<file path="src/sv/wshs_pkg.sv">
// Shared constants, command codes and status bundle for the weighted sampler.
package wshs_pkg;

  localparam int NUM_BINS = 16;

  localparam logic [15:0] DPR_RESET = 16'd100;
  localparam logic [4:0]  BIU_RESET = 5'd16;
  localparam logic [4:0]  BINS_MAX  = 5'd16;
  localparam logic [6:0]  SHORT_DIV_STEPS = 7'd40;
  localparam logic [6:0]  LONG_DIV_STEPS  = 7'd72;

  localparam logic [1:0] ACT_LOAD   = 2'd0;
  localparam logic [1:0] ACT_DRAW   = 2'd1;
  localparam logic [1:0] ACT_REPORT = 2'd2;
  localparam logic [1:0] ACT_UNUSED = 2'd3;

  localparam logic REG_DRAWS_PER_ROUND = 1'b0;
  localparam logic REG_BINS_IN_USE     = 1'b1;

  typedef enum logic [4:0] {
    CMD_NONE, CMD_ACCEPT, CMD_LOAD, CMD_TOT_ADD, CMD_MUL, CMD_SEARCH, CMD_COUNT,
    CMD_CLOSE_START, CMD_CLOSE, CMD_RPT_START, CMD_DIV_EXP, CMD_DIV_MEAN,
    CMD_VMUL_A, CMD_VMUL_B, CMD_DIV_VAR, CMD_DIV_STEP, CMD_SAVE_EXP,
    CMD_SAVE_MEAN, CMD_SAVE_VAR, CMD_EMIT
  } cmd_t;

  typedef struct packed {
    logic tot_last;   // index sits on the last bin in use
    logic all_last;   // index sits on the last physical bin
    logic tot_zero;
    logic found;
    logic close_due;
    logic div_done;
    logic out_free;
  } status_t;

endpackage

</file>
<file path="src/sv/wshs_ctrl.sv">
// Sequencer for loads, draws, round closes and reports.
module wshs_ctrl
  import wshs_pkg::*;
(
  input  logic       clk,
  input  logic       rst,
  input  logic       s_tvalid,
  input  logic [1:0] s_tuser,
  output logic       s_tready,
  input  status_t    st,
  output cmd_t       cmd
);

  typedef enum logic [18:0] {
    S_IDLE  = 19'h00001,
    S_LOAD  = 19'h00002,
    S_DTOT  = 19'h00004,
    S_MUL   = 19'h00008,
    S_SRCH  = 19'h00010,
    S_COUNT = 19'h00020,
    S_CHECK = 19'h00040,
    S_CLOSE = 19'h00080,
    S_RTOT  = 19'h00100,
    S_RSTRT = 19'h00200,
    S_EXP   = 19'h00400,
    S_EXPR  = 19'h00800,
    S_MEAN  = 19'h01000,
    S_MEANR = 19'h02000,
    S_VMA   = 19'h04000,
    S_VMB   = 19'h08000,
    S_VAR   = 19'h10000,
    S_VARR  = 19'h20000,
    S_EMIT  = 19'h40000
  } state_t;

  state_t state, state_next;

  always_ff @(posedge clk) begin
    if (rst) begin
      state <= S_IDLE;
    end else begin
      state <= state_next;
    end
  end

  always_comb begin
    state_next = state;
    cmd = CMD_NONE;
    s_tready = 1'b0;
    unique case (state)
      S_IDLE: begin
        s_tready = 1'b1;
        if (s_tvalid) begin
          cmd = CMD_ACCEPT;
          unique case (s_tuser)
            ACT_LOAD:   state_next = S_LOAD;
            ACT_DRAW:   state_next = S_DTOT;
            ACT_REPORT: state_next = S_RTOT;
            default:    state_next = S_IDLE;
          endcase
        end
      end
      S_LOAD: begin
        cmd = CMD_LOAD;
        state_next = S_IDLE;
      end
      S_DTOT: begin
        cmd = CMD_TOT_ADD;
        if (st.tot_last) state_next = S_MUL;
      end
      S_MUL: begin
        // drop the draw when the bins in use hold no weight
        if (st.tot_zero) begin
          state_next = S_IDLE;
        end else begin
          cmd = CMD_MUL;
          state_next = S_SRCH;
        end
      end
      S_SRCH: begin
        cmd = CMD_SEARCH;
        if (st.found) state_next = S_COUNT;
      end
      S_COUNT: begin
        cmd = CMD_COUNT;
        state_next = S_CHECK;
      end
      S_CHECK: begin
        if (st.close_due) begin
          cmd = CMD_CLOSE_START;
          state_next = S_CLOSE;
        end else begin
          state_next = S_IDLE;
        end
      end
      S_CLOSE: begin
        cmd = CMD_CLOSE;
        if (st.all_last) state_next = S_IDLE;
      end
      S_RTOT: begin
        cmd = CMD_TOT_ADD;
        if (st.tot_last) state_next = S_RSTRT;
      end
      S_RSTRT: begin
        cmd = CMD_RPT_START;
        state_next = S_EXP;
      end
      S_EXP: begin
        cmd = CMD_DIV_EXP;
        state_next = S_EXPR;
      end
      S_EXPR: begin
        if (st.div_done) begin
          cmd = CMD_SAVE_EXP;
          state_next = S_MEAN;
        end else begin
          cmd = CMD_DIV_STEP;
        end
      end
      S_MEAN: begin
        cmd = CMD_DIV_MEAN;
        state_next = S_MEANR;
      end
      S_MEANR: begin
        if (st.div_done) begin
          cmd = CMD_SAVE_MEAN;
          state_next = S_VMA;
        end else begin
          cmd = CMD_DIV_STEP;
        end
      end
      S_VMA: begin
        cmd = CMD_VMUL_A;
        state_next = S_VMB;
      end
      S_VMB: begin
        cmd = CMD_VMUL_B;
        state_next = S_VAR;
      end
      S_VAR: begin
        cmd = CMD_DIV_VAR;
        state_next = S_VARR;
      end
      S_VARR: begin
        if (st.div_done) begin
          cmd = CMD_SAVE_VAR;
          state_next = S_EMIT;
        end else begin
          cmd = CMD_DIV_STEP;
        end
      end
      S_EMIT: begin
        // hold until the output register is free
        if (st.out_free) begin
          cmd = CMD_EMIT;
          state_next = st.tot_last ? S_IDLE : S_EXP;
        end
      end
      default: state_next = S_IDLE;
    endcase
  end

endmodule

</file>
<file path="config.mk">
export PLATFORM = sky130hd
export DESIGN_NAME = wshs_ctrl
export DESIGN_NICKNAME = d
export VERILOG_FILES = /design/src/sv/wshs_pkg.sv /design/src/sv/wshs_ctrl.sv
export SDC_FILE = /design/constraint.sdc
export NUM_CORES = 1
export LEC_CHECK = 0
export ABC_CLOCK_PERIOD_IN_PS = 2500
export BUFFER_PORTS_ARGS = -buffer_cell sky130_fd_sc_hd__buf_2
export CAP_MARGIN = 20
export CELL_PAD_IN_SITES_DETAIL_PLACEMENT = 1
export CELL_PAD_IN_SITES_GLOBAL_PLACEMENT = 1
export CORE_UTILIZATION = 38
export DETAILED_ROUTE_END_ITERATION = 16
export PLACE_DENSITY_LB_ADDON = 0.1
export SYNTH_ARGS = -nofsm -noshare
export SYNTH_HDL_FRONTEND = slang
export SYNTH_SLANG_ARGS = --single-unit
</file>
<file path="constraint.sdc">
create_clock -name clk -period 2.5 [get_ports clk]
set_input_delay 0.5 -clock clk [delete_from_list [all_inputs] [get_ports clk]]
set_output_delay 0.5 -clock clk [all_outputs]
set_load 0.01 [all_outputs]
</file>
==> results.cfg <==
[run_status]
status = complete, but fails checks
failed_checks = negative setup slack

[power_and_ir_drop]
irDropWorstVdd_mv = 0.268
clockPowerShare_pct = 21.1
switchingPower_w = 0.000299
internal_power_w = 0.000537
switching_share_pct = 35.8
p_leak_nw = 0.872
power.share.combinational_pct = 41.0
seqPwrFrac_pct = 37.8
powerDensity_nw_per_um2 = 400

[clocking]
clockBufferDepth = 2
clk_latency_ns = 0.31
clk_pin_slew_ns = 0.13
cts_max_level = 1
cts_root_buf = clkbuf_4
cts_tree = built
cts.sinks = 19
cts_buffers = 3

[sta]
max_clock_freq_ghz = 0.344
tns_ns = -2.12
hold_violations = 0
setup_violations = 8
tightest_slew_ns = 0.581
slew_viol_final = 0
min_period_over_period_pct = 116
finClkSkew_ns = 0.00151
layout_setup_ws_ns = -0.410
slew-limit-headroom_pct = 60.7
rsz0062_at_grt = yes
min_period_ns = 2.91

[routing]
drc = 0
wl_per_cell_um = 21.8
dr_total_vias = 1790
wirelength_um = 6360
first_pass_iters = 4
drtIter0Drc = 170
ant_nets = 0
viasPerCell = 6.13

[job]
cap_violations = 0

[global_route]
antenna_found_initial = 0
grt_start_max_net_pins = 12
grt_pass1_wl_um = 8320
track_usage_pct = 31.3
grt_overflow_total = 0
grt_pass1_vias = 1747

[yosys]
async_reset_ff_share_pct = 0
syn_area_sq_um = 1340
ys.flop_type = dfxtp_1
synth_fp_nets = 183
synth_edf_count = 0
syn_inst = 171
avgSynthCellArea_sq_um = 7.81
yosysUniqueCellTypes = 50
synth.yosys.seq_area_share_pct = 28.5
ys_ff_latch = 19
yosysWarnings = 0

[placed_design]
place_area_sq_um = 1850
place_inst = 283
dp_slack_ns = -0.134
io_buffers = 17
place_congestion = 0.940
hpwl_um = 4420

[floorplan]
core_sq_um = 3360
num_rows = 21
die_w_um = 61.3
die_area_sq_um = 3760
pin_count = 18
start_util_pct = 39.7
die_h_um = 61.3

[worst_setup_path]
worstPathCellList = or4_4 -> nor4_4 -> and3_4 -> nand2_2 -> and3_4 -> or4b_4 -> buf_6
cp_top_family = simple AND/OR/NAND/NOR gates
cp_common_cell = and3_4
crit_required_ns = 2.00
worstSetupStartpoint = state[8]
crit_slowest_cell = or4_4
crit_fanout = 4
critPathArrivalTime_ns = 2.41
critPathBufInv = 1
crit_path_start_kind = flop
worst-setup-path-type = reg -> out
cp-end-kind = primary output
reg2reg_from = state[5]
cpPeakStageDelay_ns = 0.59

[cells_and_area]
regMostFlops = state
largest_reg_flops = 19
reg.largest.list = state: 19 flops
register_area_sq_um = 387
drive_gt1_share_pct = 50.4
design_area_sq_um = 2090
syn_to_final_growth_pct = 56.6
fin_nets = 259
fin_cells = 292
n_antenna_cell = 0
nFillCells = 423
multi_input_area_sq_um = 1030

[min_path]
hold_class = in -> reg
min_from = s_tuser[1]
## power by group through the flow
stage | Combinational (W) | Clock, W | Sequential, W
final | 0.000343 | 0.000177 | 0.000316
after global routing | 0.000362 | 0.000184 | 0.000317
after CTS | 0.000292 | 0.000173 | 0.000315
after detailed placement | 0.000266 | 0 | 0.000321
after global placement | 0.000254 | 0 | 0.000320
after floorplan | 0.000125 | 0 | 0.000323
## synthesized netlist by cell type, types with 2 or more instances
| library cell | number | area share, % |
|---|---|---|
| nor2_1 | 22 | 6.2 |
| dfxtp_1 | 19 | 28 |
| nand2_1 | 13 | 3.7 |
| nand3_1 | 10 | 3.7 |
| nand4_1 | 9 | 4.2 |
| nor4_1 | 9 | 4.2 |
| a21oi_1 | 8 | 3.0 |
| inv_1 | 8 | 2.2 |
| nor3_1 | 7 | 2.6 |
| nor3b_1 | 6 | 3.4 |
| nor4b_1 | 6 | 3.9 |
| or4_1 | 5 | 2.8 |
| buf_6 | 3 | 2.5 |
| nand4b_1 | 3 | 2.0 |
| and3_1 | 2 | 0.94 |
| and4b_1 | 2 | 1.5 |
| clkbuf_1 | 2 | 0.56 |
| nand2b_1 | 2 | 0.94 |
| nand3b_1 | 2 | 1.1 |
| o21ai_0 | 2 | 0.75 |
| or3_1 | 2 | 0.94 |
## cell usage in the layout (no fill, tap or decap), drive strengths merged, types with 2 or more instances in the layout
master and n:
nor3b 6, nor4 11, nand2 13, nand4b 4, inv 8, nor4b 6
nor2 22, nand3b 2, or4 6, buf 76, and3 2, o21ai 3
clkbuf 3, nand4 9, nand2b 2, dfxtp 19, or3 2, and4b 2
nor3 8, nand3 10, or2 2, a21oi 9
## per-stage QoR
| step | hold WS, ns | utilization, % | total power (W) |
|---|---|---|---|
| final | 0.373 | 62.2 | 0.000836 |
| after global routing | 0.386 | 62.2 | 0.000862 |
| after CTS | 0.388 | 58.3 | 0.000780 |
| after detailed placement | 0.555 | 55.1 | 0.000587 |
| after global placement | 0.530 | 55.1 | 0.000574 |
| after floorplan | 0.495 | - | 0.000448 |
## logic make-up (layout without fill, tap and decap cells)
logic type,Yosys count,after routing,share of synthesized area (%)
AO/OA/AOI/OAI,25,25,13.4
XOR/XNOR,2,2,1.31
buffers and inverters,13,88,5.34
flip-flops,19,19,28.5
AND/OR/NAND/NOR,112,112,51.5
## final cells by class
class / count / share of cell area, %
Timing Repair Buffer: 76 / 26.6
Multi-Input combinational cell: 139 / 49.4
Clock buffer: 3 / 1.08
Sequential cell: 19 / 18.5
Tap cell: 46 / 2.75
Clock inverter: 1 / 0.239
Inverter: 8 / 1.44
## worst paths after layout
path / cells past startpoint / slack [ns] / end
worst max-delay path: 7 / -0.41 / cmd[0]
worst min-delay path: 2 / 0.37 / state[1]
worst max register to register: 10 / -0.06 / state[6]
worst min register to register: 2 / 0.60 / state[17]
## worst reg2reg max path, cell delays in order (launching register included)
cell       delay, ns
dfxtp_1         0.51
nor4_1          0.10
buf_4           0.16
nand4_1         0.08
buf_4           0.16
nor3_2          0.06
buf_4           0.15
a2111oi_2       0.60
buf_4           0.23
nand3_1         0.14
nor3b_1         0.28
## repair_timing
item	CTS	global route
hold buffers	0	0
buffers inserted	3	3
pin swaps	6	13
setup endpoints to repair	20	20
resized for setup	16	25
## routing by layer
| metal | global-route usage [%] | wire length [um] |
|---|---|---|
| met1 | 38.6 | 2670 |
| met5 | 0 | 0 |
| met4 | 10.1 | 168 |
| met3 | 3.99 | 339 |
| met2 | 56.2 | 3180 |
Note: power is estimated with default switching activity, not from simulation.
